==> config.mk <==
export PLATFORM = sky130hd
export DESIGN_NAME = ber_tlv_request_field_extractor
export DESIGN_NICKNAME = d
export VERILOG_FILES = /design/src/hdl/btlv_pkg.sv /design/src/hdl/btlv_parser.sv /design/src/hdl/ber_tlv_request_field_extractor.sv
export SDC_FILE = /design/constraint.sdc
export NUM_CORES = 1
export LEC_CHECK = 0
export ABC_AREA = 1
export BUFFER_PORTS_ARGS = -buffer_cell sky130_fd_sc_hd__clkbuf_2
export CORE_UTILIZATION = 47
export DETAILED_ROUTE_END_ITERATION = 8
export GPL_TIMING_DRIVEN = 0
export HOLD_SLACK_MARGIN = 0.1
export PLACE_DENSITY = 0.66
export SKIP_LAST_GASP = 1
export SYNTH_ARGS = -nofsm -noshare
export SYNTH_HDL_FRONTEND = slang
export SYNTH_SLANG_ARGS = --single-unit
==> constraint.sdc <==
create_clock -name i_clk -period 2.9 [get_ports i_clk]
set_input_delay 0.58 -clock i_clk [delete_from_list [all_inputs] [get_ports i_clk]]
set_output_delay 0.58 -clock i_clk [all_outputs]
set_load 0.01 [all_outputs]
==> src/hdl/btlv_pkg.sv <==
// ----------------------------------------------------------------------------
// btlv_pkg
// Shared types and codes for the BER-TLV request field extractor.
// ----------------------------------------------------------------------------
`default_nettype none

package btlv_pkg;

    // Field labels carried with every echoed byte
    localparam logic [2:0] FIELD_OTHER  = 3'd0;
    localparam logic [2:0] FIELD_SIGNED = 3'd1;
    localparam logic [2:0] FIELD_SIG    = 3'd2;
    localparam logic [2:0] FIELD_KEYID  = 3'd3;
    localparam logic [2:0] FIELD_CERT   = 3'd4;

    // Message status reported on the final byte
    localparam logic [2:0] ST_OK      = 3'd0;
    localparam logic [2:0] ST_SHORT   = 3'd1;
    localparam logic [2:0] ST_NO_TAG  = 3'd2;
    localparam logic [2:0] ST_BAD_LEN = 3'd3;
    localparam logic [2:0] ST_TRUNC   = 3'd4;
    localparam logic [2:0] ST_MISSING = 3'd5;

    // One byte of the request message
    typedef struct packed {
        logic [7:0] data_byte;
        logic       last_byte;
    } t_in_item;

    // One labelled byte
    typedef struct packed {
        logic [7:0] out_byte;
        logic [2:0] field_code;
        logic       field_end;
        logic       done_res;
        logic [2:0] status;
    } t_out_item;

endpackage

`default_nettype wire

==> src/hdl/btlv_parser.sv <==
// ----------------------------------------------------------------------------
// btlv_parser
// Parse state and the per-byte update: outer tag search, BER length decode,
// inner TLV walk, labeling and end-of-message status.
// ----------------------------------------------------------------------------
`default_nettype none

module btlv_parser
    import btlv_pkg::*;
#(
    parameter int LEN_BITS = 16
) (
    input  wire logic      i_clk,
    input  wire logic      i_rst_n,
    input  wire logic      i_fire,
    input  wire t_in_item  i_item,
    output t_out_item      o_result
);

    localparam logic [3:0] PH_SEARCH = 4'd0;
    localparam logic [3:0] PH_OLEN1  = 4'd1;
    localparam logic [3:0] PH_OLEN2  = 4'd2;
    localparam logic [3:0] PH_TAG    = 4'd3;
    localparam logic [3:0] PH_TAG2   = 4'd4;
    localparam logic [3:0] PH_LEN1   = 4'd5;
    localparam logic [3:0] PH_LEN2   = 4'd6;
    localparam logic [3:0] PH_VAL    = 4'd7;
    localparam logic [3:0] PH_ERR    = 4'd8;
    localparam logic [3:0] PH_DONE   = 4'd9;

    localparam logic [7:0] TAG_OUTER_HI = 8'hBF;
    localparam logic [7:0] TAG_OUTER_LO = 8'h38;
    localparam logic [7:0] TAG_TWO_BYTE = 8'h5F;
    localparam logic [7:0] TAG_SIG_LO   = 8'h37;
    localparam logic [7:0] TAG_SEQ      = 8'h30;
    localparam logic [7:0] TAG_OCTETS   = 8'h04;

    localparam logic [6:0] MAX_LEN_BYTES = 7'd8;

    logic [3:0]          r_phase,  n_phase;
    logic                r_saw,    n_saw;
    logic [2:0]          r_cnt,    n_cnt;
    logic [LEN_BITS-1:0] r_acc,    n_acc;
    logic [3:0]          r_left,   n_left;
    logic [LEN_BITS-1:0] r_outer,  n_outer;
    logic [LEN_BITS-1:0] r_elem,   n_elem;
    logic [7:0]          r_tag,    n_tag;
    logic [3:0]          r_found,  n_found;
    logic [2:0]          r_field,  n_field;
    logic [2:0]          r_err,    n_err;

    logic [7:0]          b;
    logic [LEN_BITS-1:0] outer_dec;
    logic [LEN_BITS-1:0] elem_dec;
    logic [LEN_BITS-1:0] acc_pushed;
    logic [LEN_BITS-1:0] fin_len;
    logic [3:0]          left_dec;
    logic                acc_ok;
    logic                long_bad;
    logic [2:0]          hdr_label;
    logic [2:0]          tag_field;
    logic [2:0]          tag_label;
    logic                raise;
    logic [2:0]          raise_code;
    logic [2:0]          lab_field;
    logic                lab_end;
    logic [2:0]          st;

    assign b          = i_item.data_byte;
    assign outer_dec  = r_outer - LEN_BITS'(1);
    assign elem_dec   = r_elem - LEN_BITS'(1);
    assign left_dec   = r_left - 4'd1;
    // Accumulator may take another byte only while its top byte is clear
    assign acc_ok     = (r_acc[LEN_BITS-1 -: 8] == 8'd0);
    assign acc_pushed = LEN_BITS'({r_acc, b});
    assign long_bad   = (b[6:0] == 7'd0) || (b[6:0] > MAX_LEN_BYTES);
    assign hdr_label  = ((r_field == FIELD_SIGNED) || (r_field == FIELD_CERT)) ?
                        r_field : FIELD_OTHER;
    assign tag_label  = ((tag_field == FIELD_SIGNED) || (tag_field == FIELD_CERT)) ?
                        tag_field : FIELD_OTHER;
    assign fin_len    = (r_phase == PH_LEN1) ? LEN_BITS'(b[6:0]) : acc_pushed;

    // Pick the label of a newly opened inner TLV
    always_comb begin
        tag_field = FIELD_OTHER;
        if (b == TAG_SEQ) begin
            if (!r_found[0]) begin
                tag_field = FIELD_SIGNED;
            end else if (!r_found[3]) begin
                tag_field = FIELD_CERT;
            end
        end else if ((b == TAG_OCTETS) && !r_found[2]) begin
            tag_field = FIELD_KEYID;
        end
    end

    // Advance the parse by one byte
    always_comb begin
        n_phase    = r_phase;
        n_saw      = r_saw;
        n_cnt      = r_cnt;
        n_acc      = r_acc;
        n_left     = r_left;
        n_outer    = r_outer;
        n_elem     = r_elem;
        n_tag      = r_tag;
        n_found    = r_found;
        n_field    = r_field;
        n_err      = r_err;
        lab_field  = FIELD_OTHER;
        lab_end    = 1'b0;
        raise      = 1'b0;
        raise_code = ST_OK;
        st         = ST_OK;

        if (r_cnt < 3'd4) begin
            n_cnt = r_cnt + 3'd1;
        end

        case (r_phase)
            PH_SEARCH: begin
                if (r_saw && (b == TAG_OUTER_LO)) begin
                    n_saw   = 1'b0;
                    n_phase = PH_OLEN1;
                end else begin
                    n_saw = (b == TAG_OUTER_HI);
                end
            end
            PH_OLEN1: begin
                if (!b[7]) begin
                    n_outer = LEN_BITS'(b[6:0]);
                    n_phase = (b[6:0] != 7'd0) ? PH_TAG : PH_DONE;
                end else if (long_bad) begin
                    raise      = 1'b1;
                    raise_code = ST_BAD_LEN;
                end else begin
                    n_left  = b[3:0];
                    n_acc   = '0;
                    n_phase = PH_OLEN2;
                end
            end
            PH_OLEN2: begin
                if (!acc_ok) begin
                    raise      = 1'b1;
                    raise_code = ST_BAD_LEN;
                end else begin
                    n_acc  = acc_pushed;
                    n_left = left_dec;
                    if (left_dec == 4'd0) begin
                        n_outer = acc_pushed;
                        n_phase = (acc_pushed != '0) ? PH_TAG : PH_DONE;
                    end
                end
            end
            PH_TAG: begin
                n_outer = outer_dec;
                if (outer_dec == '0) begin
                    // lone trailing byte of outer content
                    n_phase = PH_DONE;
                end else begin
                    n_tag     = b;
                    n_field   = tag_field;
                    lab_field = tag_label;
                    case (tag_field)
                        FIELD_SIGNED: n_found[0] = 1'b1;
                        FIELD_CERT:   n_found[3] = 1'b1;
                        FIELD_KEYID:  n_found[2] = 1'b1;
                        default:      ;
                    endcase
                    n_phase = (b == TAG_TWO_BYTE) ? PH_TAG2 : PH_LEN1;
                end
            end
            PH_TAG2: begin
                n_outer = outer_dec;
                if ((r_tag == TAG_TWO_BYTE) && (b == TAG_SIG_LO) && !r_found[1]) begin
                    n_field    = FIELD_SIG;
                    n_found[1] = 1'b1;
                end
                if (outer_dec == '0) begin
                    raise      = 1'b1;
                    raise_code = ST_BAD_LEN;
                end else begin
                    n_phase = PH_LEN1;
                end
            end
            PH_LEN1, PH_LEN2: begin
                n_outer   = outer_dec;
                lab_field = hdr_label;
                if ((r_phase == PH_LEN1) && b[7]) begin
                    // long form: take the count of length bytes
                    if (long_bad || (outer_dec == '0)) begin
                        raise      = 1'b1;
                        raise_code = ST_BAD_LEN;
                    end else begin
                        n_left  = b[3:0];
                        n_acc   = '0;
                        n_phase = PH_LEN2;
                    end
                end else if ((r_phase == PH_LEN2) && !acc_ok) begin
                    raise      = 1'b1;
                    raise_code = ST_BAD_LEN;
                end else if ((r_phase == PH_LEN2) && (left_dec != 4'd0)) begin
                    n_acc  = acc_pushed;
                    n_left = left_dec;
                    if (outer_dec == '0) begin
                        raise      = 1'b1;
                        raise_code = ST_BAD_LEN;
                    end
                end else begin
                    // inner length complete
                    if (r_phase == PH_LEN2) begin
                        n_acc  = acc_pushed;
                        n_left = left_dec;
                    end
                    n_elem = fin_len;
                    if (fin_len > outer_dec) begin
                        raise      = 1'b1;
                        raise_code = ST_TRUNC;
                    end else if (fin_len == '0) begin
                        lab_end = (hdr_label != FIELD_OTHER);
                        n_field = FIELD_OTHER;
                        n_phase = (outer_dec != '0) ? PH_TAG : PH_DONE;
                    end else begin
                        n_phase = PH_VAL;
                    end
                end
            end
            PH_VAL: begin
                n_outer   = outer_dec;
                n_elem    = elem_dec;
                lab_field = r_field;
                if (elem_dec == '0) begin
                    lab_end = (r_field != FIELD_OTHER);
                    n_field = FIELD_OTHER;
                    n_phase = (outer_dec != '0) ? PH_TAG : PH_DONE;
                end
            end
            PH_ERR: begin
                if (r_outer != '0) begin
                    n_outer = outer_dec;
                end
            end
            default: ;
        endcase

        // Drop into the sticky error state
        if (raise) begin
            n_err     = raise_code;
            n_phase   = PH_ERR;
            n_field   = FIELD_OTHER;
            lab_field = FIELD_OTHER;
            lab_end   = 1'b0;
        end

        // Status of the message on its final byte
        if (i_item.last_byte) begin
            if (n_cnt < 3'd4) begin
                st = ST_SHORT;
            end else if ((n_phase == PH_SEARCH) || (n_phase == PH_OLEN1)) begin
                st = ST_NO_TAG;
            end else if (n_outer != '0) begin
                st = ST_TRUNC;
            end else if (n_err != ST_OK) begin
                st = n_err;
            end else if (n_phase == PH_OLEN2) begin
                st = ST_BAD_LEN;
            end else if (!(n_found[0] && n_found[1] && n_found[3])) begin
                st = ST_MISSING;
            end else begin
                st = ST_OK;
            end
        end
    end

    assign o_result.out_byte   = b;
    assign o_result.field_code = lab_field;
    assign o_result.field_end  = lab_end;
    assign o_result.done_res   = i_item.last_byte;
    assign o_result.status     = st;

    // Hold state, advance on each request, clear after the final byte
    always_ff @(posedge i_clk) begin
        if (!i_rst_n || (i_fire && i_item.last_byte)) begin
            r_phase <= PH_SEARCH;
            r_saw   <= 1'b0;
            r_cnt   <= 3'd0;
            r_acc   <= '0;
            r_left  <= 4'd0;
            r_outer <= '0;
            r_elem  <= '0;
            r_tag   <= 8'd0;
            r_found <= 4'd0;
            r_field <= FIELD_OTHER;
            r_err   <= ST_OK;
        end else if (i_fire) begin
            r_phase <= n_phase;
            r_saw   <= n_saw;
            r_cnt   <= n_cnt;
            r_acc   <= n_acc;
            r_left  <= n_left;
            r_outer <= n_outer;
            r_elem  <= n_elem;
            r_tag   <= n_tag;
            r_found <= n_found;
            r_field <= n_field;
            r_err   <= n_err;
        end
    end

endmodule

`default_nettype wire

==> src/hdl/ber_tlv_request_field_extractor.sv <==
// ----------------------------------------------------------------------------
// ber_tlv_request_field_extractor
// Labels each byte of a request message with the BER-TLV field it belongs to.
// ----------------------------------------------------------------------------
// Every request carries one message byte and produces one result: the byte
// echoed with a field label (signed part, signature, key id, certificate),
// a field-end flag, and on the final byte of the message its status. One
// byte is taken every clock cycle unless o_in_stall is high; a request is
// held in the input register, and the single parse-state update loads its
// result into the output register when the output side is free.
// Lengths wider than LEN_BITS are reported as bad length. State returns to
// reset after each final byte, so messages may follow with no gap.
`default_nettype none

module ber_tlv_request_field_extractor
    import btlv_pkg::*;
#(
    parameter int LEN_BITS = 16
) (
    input  wire logic      i_clk,
    input  wire logic      i_rst_n,
    input  wire logic      i_in_valid,
    input  wire t_in_item  i_in,
    output logic           o_in_stall,
    output logic           o_out_valid,
    output t_out_item      o_out,
    input  wire logic      i_out_stall
);

    logic      r_in_valid;
    t_in_item  r_in;
    logic      r_out_valid;
    t_out_item r_out;
    logic      out_ready;
    logic      fire;
    t_out_item result;

    assign out_ready  = !r_out_valid || !i_out_stall;
    assign fire       = r_in_valid && out_ready;
    assign o_in_stall = r_in_valid && !out_ready;

    btlv_parser #(
        .LEN_BITS (LEN_BITS)
    ) u_parser (
        .i_clk    (i_clk),
        .i_rst_n  (i_rst_n),
        .i_fire   (fire),
        .i_item   (r_in),
        .o_result (result)
    );

    // Load the input register unless it holds a stalled request
    always_ff @(posedge i_clk) begin
        if (!i_rst_n) begin
            r_in_valid <= 1'b0;
        end else if (!o_in_stall) begin
            r_in_valid <= i_in_valid;
        end
    end

    always_ff @(posedge i_clk) begin
        if (!o_in_stall && i_in_valid) begin
            r_in <= i_in;
        end
    end

    // Capture the result while the output side is free
    always_ff @(posedge i_clk) begin
        if (!i_rst_n) begin
            r_out_valid <= 1'b0;
        end else if (out_ready) begin
            r_out_valid <= r_in_valid;
        end
    end

    always_ff @(posedge i_clk) begin
        if (fire) begin
            r_out <= result;
        end
    end

    assign o_out_valid = r_out_valid;
    assign o_out       = r_out;

`ifndef SYNTHESIS
    a_stall_only_when_full: assert property (@(posedge i_clk) disable iff (!i_rst_n)
        o_in_stall |-> (r_out_valid && i_out_stall))
        else $error("input stalled while output register can take a result");

    a_fire_gives_result: assert property (@(posedge i_clk) disable iff (!i_rst_n)
        fire |=> r_out_valid)
        else $error("processed request produced no result");

    a_status_only_on_done: assert property (@(posedge i_clk) disable iff (!i_rst_n)
        (r_out_valid && (r_out.status != ST_OK)) |-> r_out.done_res)
        else $error("status reported on a byte that does not end the message");

    a_end_needs_label: assert property (@(posedge i_clk) disable iff (!i_rst_n)
        (r_out_valid && r_out.field_end) |-> (r_out.field_code != FIELD_OTHER))
        else $error("field end flagged on an unlabeled byte");
`endif

endmodule

`default_nettype wire
* Yosys cells after proc, flatten, opt, wreduce, memory -nomap -nowiden *
Cells that the tools add are included.

word-level totals
  bits in registers = 105
  bits in latches = 0
  bits in writable memories = 0
  bits in read-only memories = 0
  input port bits = 13
  output and inout port bits = 18
  word-level logic and storage cells = 241
  memories kept = 0

cells by class
  add/subtract/negate cells = 4
  multipliers = 0
  div/mod/pow operators = 0
  $lt $le $gt $ge = 4
  equality and inequality tests = 39
  shift-type cells = 0
  multiplexer cells = 111
  bitwise operators = 2
  reduce and logical (&&, ||, !) cells = 58

operators with widths
  operator                                             number
  2-to-1 mux 16 bit                                    16
  2-to-1 mux 4 bit                                     26
  2-to-1 mux 3 bit                                     26
  case mux 16 bit (4 select lines)                     1
  nonzero test 16 bit                                  4
  zero test 16 bit                                     3
  case mux 16 bit (3 select lines)                     1
  case mux 16 bit (2 select lines)                     1
  subtractor 16 x 1 -> 16 bit (second input constant)  2
  case mux 4 bit (7 select lines)                      1
  2-to-1 mux 1 bit                                     25
  == test 8 x 6 -> 1 bit (second input constant)       3
  case mux 3 bit (4 select lines)                      2
  != test 3 x 2 -> 1 bit (second input constant)       6
  == test 4 x 3 -> 1 bit (second input constant)       4
  == test 8 x 7 -> 1 bit (second input constant)       2
  greater-than comparator 16 bit                       1
  2-to-1 mux 2 bit                                     8
  logical AND 1 bit                                    13
  == test 4 x 2 -> 1 bit (second input constant)       3
  zero test 4 bit                                      3
  case mux 4 bit (3 select lines)                      1
  nonzero test 3 bit                                   4
  != test 2 bit (second input constant)                5
  other kinds (36)                                     57

* Logic depth before layout (Yosys ltp) *
  word-level depth = 16
  mapped depth = 28
  mapped depth without buffers = 28

* By module *
Synthesis repeated with hierarchy kept, for this count alone.

unflattened totals
  cells, all modules = 1,033
  area total of the unflattened synthesis = 7,078.0 um2

by module, submodules not included
  module                           times used  cells an instance  area each (um2)  sequential area each (um2)
  btlv_parser                      1           995                6,232.2          1,561.5
  ber_tlv_request_field_extractor  1           38                 845.8            790.8

* Worst setup path before layout *
No wires, ideal clock.

  kind = register to register
  start = register u_parser.r_outer[0]
  end = register r_out, in the netlist o_out[2] (data pin)
  setup time = 140 ps
  data arrival time = 3,043 ps
  data required time = 2,760 ps
  path slack = -283 ps
  stages on the path, launching flop included = 22
  path buffers = 0
  period minus slack after synthesis = 3,183 ps
  cell sequence = dfxtp_1 -> inv_1 -> ha_1 -> nand2_4 -> nor2_8 -> nand3_1 -> nand2_2 -> inv_2 -> ha_1 -> nand4_1 -> nor3b_1 -> nand4_1 -> nand3_1 -> nand3_1 -> nor2_8 -> nor2_8 -> a21oi_4 -> nand2_2 -> nor2_4 -> nand2_1 -> or2_0 -> a21oi_2

on the way
  longest elaborated chain between the ends = 14
  elaborated cells between the ends (all ways) = 55
  classes of those cells = add/sub (1); order compare (1); eq/ne (2); mux (40); reduce/logical (11)

ends and longest elaborated chain
  element                                                               RTL line                               RTL
  from (decl)                                                           btlv_parser.sv:45                      logic [LEN_BITS-1:0] r_outer, n_outer;
  from (signal assigned)                                                btlv_parser.sv:301                     r_outer <= n_outer;
  branches (longest 14 deep; another with subtractor 16 x 1 -> 16 bit)  -
  to (signal assigned)                                                  ber_tlv_request_field_extractor.sv:78  r_out <= result;
  to (decl)                                                             ber_tlv_request_field_extractor.sv:33  t_out_item r_out;

Several ways; the timed one is not identified.
A chain may end at the register's enable or synchronous reset.

* Worst setup path in the final report *
  start = register u_parser.r_outer[6]
  end = register u_parser.r_field[2]

on the way
  longest elaborated chain between the ends = 9
  elaborated cells between the ends (all ways) = 22
  classes of those cells = add/sub (1); order compare (1); eq/ne (8); mux (8); reduce/logical (4)

ends and longest elaborated chain
  element                                                             RTL line                                                    RTL
  subtractor 16 x 1 -> 16 bit (*)                                     btlv_parser.sv:70                                           assign outer_dec = r_outer - LEN_BITS'(1);
  greater-than comparator 16 bit or zero test 16 bit (tied branches)  -
  2-to-1 mux 1 bit, on equally long branches                          btlv_parser.sv:216, btlv_parser.sv:179, btlv_parser.sv:205
  2-to-1 mux 1 bit                                                    btlv_parser.sv:202                                          end else if ((r_phase == PH_LEN2) && (left_dec != 4'd0)) begin
  2-to-1 mux 1 bit                                                    btlv_parser.sv:199                                          end else if ((r_phase == PH_LEN2) && !acc_ok) begin
  2-to-1 mux 1 bit                                                    btlv_parser.sv:189                                          if ((r_phase == PH_LEN1) && b[7]) begin
  case mux 1 bit (4 select lines)                                     btlv_parser.sv:120                                          case (r_phase)
  != test 3 x 1 -> 1 bit (no line), or another cell as far along      -
  AND reduction 10 bit (no line)                                      -
  to (signal assigned)                                                btlv_parser.sv:305                                          r_field <= n_field;
  to (decl)                                                           btlv_parser.sv:49                                           logic [2:0] r_field, n_field;

Every way passes the cells marked *; elsewhere a longest branch is shown, timed or not.

==> reports/metrics.yaml <==
cells_and_area:
  area_growth_pct: 20.5
  n_antenna_cell: 0
  nets: 1132
  drive_gt1_share_pct: 20.7
  nFillCells: 1405
timing:
  hold_viol: 0
  tightest_slew_ns: 0.815
  setup_tns_ns: -3.26
  max_clock_freq_mhz: 298
  grt_setup_unrepaired: "yes"
  period_needed_ns: 3.36
  finalMaxSlewViolations: 0
  slew_headroom_pct: 45.6
  setup_slack_ns: -0.457
  finClkSkew_ns: 0.0156
  setup_violations: 14
  period_share_pct: 116
critical_path:
  critical_path_class: "reg2reg"
  worstPathRequired_ns: 3.12
  worst-path-max-fanout: 5
  worstSetupStartpointType: "register"
  worst_setup_path_end_kind: "register"
  cp_data_arrival_time_ns: 3.57
cts:
  cts_hold_buf: 0
  path_clk_slew_ns: 0.08
  tritoncts: "done"
  htreeDepth: 3
  cts_max_path_buffers: 2
  cts_sinks: 105
  root_buffer: "clkbuf_16"
  numCtsBuffers: 9
  clkLatencyLatePin_ns: 0.37
power:
  p_leak_nw: 3.71
  total_power_mw: 4.09
  powerDensity_nw_per_um2: 494
  peakVddDrop_uv: 345
floorplanning:
  core_area_sq_um: 14100
  start_util_pct: 48.7
  die_x_microns: 123
  ios: 31
  fp.dieH_microns: 123
  core.rowCount: 43
  die_area_sq_um: 15100
detailed_routing:
  wl_per_cell_microns: 16.9
  ant_nets: 0
  drt-total-wl_microns: 21700
  drt_iter0_drc: 801
  vias_per_cell: 5.58
  drc_errors: 0
  drtPass1Iterations: 5
  route.vias.total: 7147
synthesis:
  yosys_warnings: 0
  synthArstFlopShare_pct: 0
  syn_avg_cell_area_sq_um: 6.80
  seq_area_frac_synth_pct: 34.2
  synth.area.top_cells: "dfxtp_1 23%, nand2_1 11%, edfxtp_1 11%"
  ys_top_cells_by_count: "204 x nand2_1, 144 x nor2_1, 135 x inv_1"
  synth_nets: 1047
  yosysTopAreaCellShare_pct: 23.3
  syn_inst: 1011
  synth_edf_count: 25
  synthesis.area_sq_um: 6870
  yosysMostFrequentCell: "nand2_1"
  synth_seq_cells: 105
  synthFlopType: "dfxtp_1"
  synth_area_leader_cell: "dfxtp_1"
  yosysUniqueCellTypes: 53
grt:
  grt_overflow_total: 0
  grt_pass1_vias: 6342
  grt_max_degree: 26
  antenna_found_initial: 0
  grt_first_pass_wirelength_microns: 33500
  track_usage_pct: 29.6
status:
  violations: "negative setup slack"
  status: "complete, but fails checks"
worst_hold_path:
  min_path_type: "in2reg"
placement:
  dp_hpwl_microns: 15900
  portBuffers: 30
  gp_congestion: 0.951
job:
  max_cap_viol_count: 0
[sequential cells by signal, indices dropped and copies added (netlist names)]
signal	cells
o_out	16
o_out_valid	1
r_in	9
r_in_valid	1
u_parser.r_acc	16
u_parser.r_cnt	3
u_parser.r_elem	16
u_parser.r_err	3
u_parser.r_field	3
u_parser.r_found	4
u_parser.r_left	4
u_parser.r_outer	16
u_parser.r_phase	4
u_parser.r_saw	1
u_parser.r_tag	8
[stage by stage]
stage	hold WS [ns]	cell area, sq um	instances	setup slack (ns)	util, %
2_1_floorplan	0.424	6940	1011	-0.0786	-
3_3_place_gp	0.437	7310	1221	-0.783	51.9
3_5_place_dp	0.437	7310	1221	-0.797	51.9
4_1_cts	0.373	8020	1265	-0.441	56.9
5_1_grt	0.367	8280	1281	-0.598	58.7
6_report	0.376	8280	1281	-0.457	58.7
[metal layers]
layer  vias up  share of wire (%)  GRT usage (%)  wire [microns]
met4         0                2.9           11.6             636
met3        43                7.5           3.97            1620
met2       311                 45           46.3            9710
met5         -                  0              0               0
li1       3522                  -              -               -
met1      3271                 45           41.1            9730
[report_power, final]
group | internal [mW] | leakage, nW | switching (mW)
sequential | 1.55 | 0.898 | 0.0577
combinational | 0.437 | 2.67 | 0.788
clock | 0.616 | 0.146 | 0.637
total | 2.61 | 3.71 | 1.48
[final timing paths]
path / startpoint / to / slack, ns / cells past startpoint
max: u_parser.r_outer[6] / u_parser.r_field[2] / -0.46 / 22
min: i_in[6] / r_in[6] / 0.38 / 1
max reg2reg: u_parser.r_outer[6] / u_parser.r_field[2] / -0.46 / 22
min reg2reg: u_parser.r_acc[10] / u_parser.r_acc[10] / 0.47 / 2
[area by class of cell]
class | instances | area, sq um | area share, %
repair buffers | 75 | 519 | 6.27
plain buffers | 25 | 104 | 1.25
inverters | 152 | 583 | 7.04
flip-flops and latches | 105 | 2390 | 28.9
clock inverters | 7 | 80.1 | 0.967
clock buffers | 9 | 225 | 2.72
well taps | 180 | 225 | 2.72
multi-input cells | 728 | 4150 | 50.1
[timing repair]
action,CTS,global route
gates cloned,1,0
setup buffers,28,17
setup endpoints to repair,52,41
resized for setup,62,41
pin swaps,32,26
[layout by cell type (no fill, tap or decap), types with 10 or more instances in the layout]
cell type / instances
ha_1: 20
clkbuf_1: 17
clkbuf_2: 35
a21oi_1: 74
a211oi_1: 22
nand4_1: 17
o21ai_0: 62
nor2_4: 14
nand3_1: 46
o221ai_1: 10
dfxtp_1: 65
nor2_2: 13
nand2_1: 196
inv_1: 129
nor3_1: 11
nor2_1: 127
buf_4: 41
edfxtp_1: 25
inv_2: 18
nand2_2: 15
[cell families (layout without fill, tap and decap cells)]
| group | count (synthesis) | after routing | synth area share, % |
|---|---|---|---|
| and+or+nand+nor | 479 | 480 | 31.6 |
| DFF | 105 | 105 | 34.2 |
| adders and majority gates | 23 | 23 | 4.19 |
| AOI/OAI and AO/OA | 211 | 211 | 18.2 |
| xor gates and xnor gates | 14 | 14 | 1.89 |
| buffers and inverters | 179 | 268 | 9.83 |
[critical path, cell delays in order, from the launching register on]
cell and delay (ns):
dfxtp_4 0.37, nor2_4 0.11, nand2_2 0.09, nor2_4 0.13, nand4_1 0.14, xor2_2 0.18
inv_2 0.08, ha_4 0.26, nand4_1 0.18, nor2_1 0.17, nand2_2 0.09, nor2_4 0.15
nand3_4 0.15, nand3_4 0.13, nor2_8 0.06, nor2_8 0.18, buf_4 0.15, inv_4 0.04
buf_4 0.14, o21ai_4 0.17, inv_1 0.08, nor2_1 0.09, nor3_1 0.06
Power figures use the tool's default switching activity.
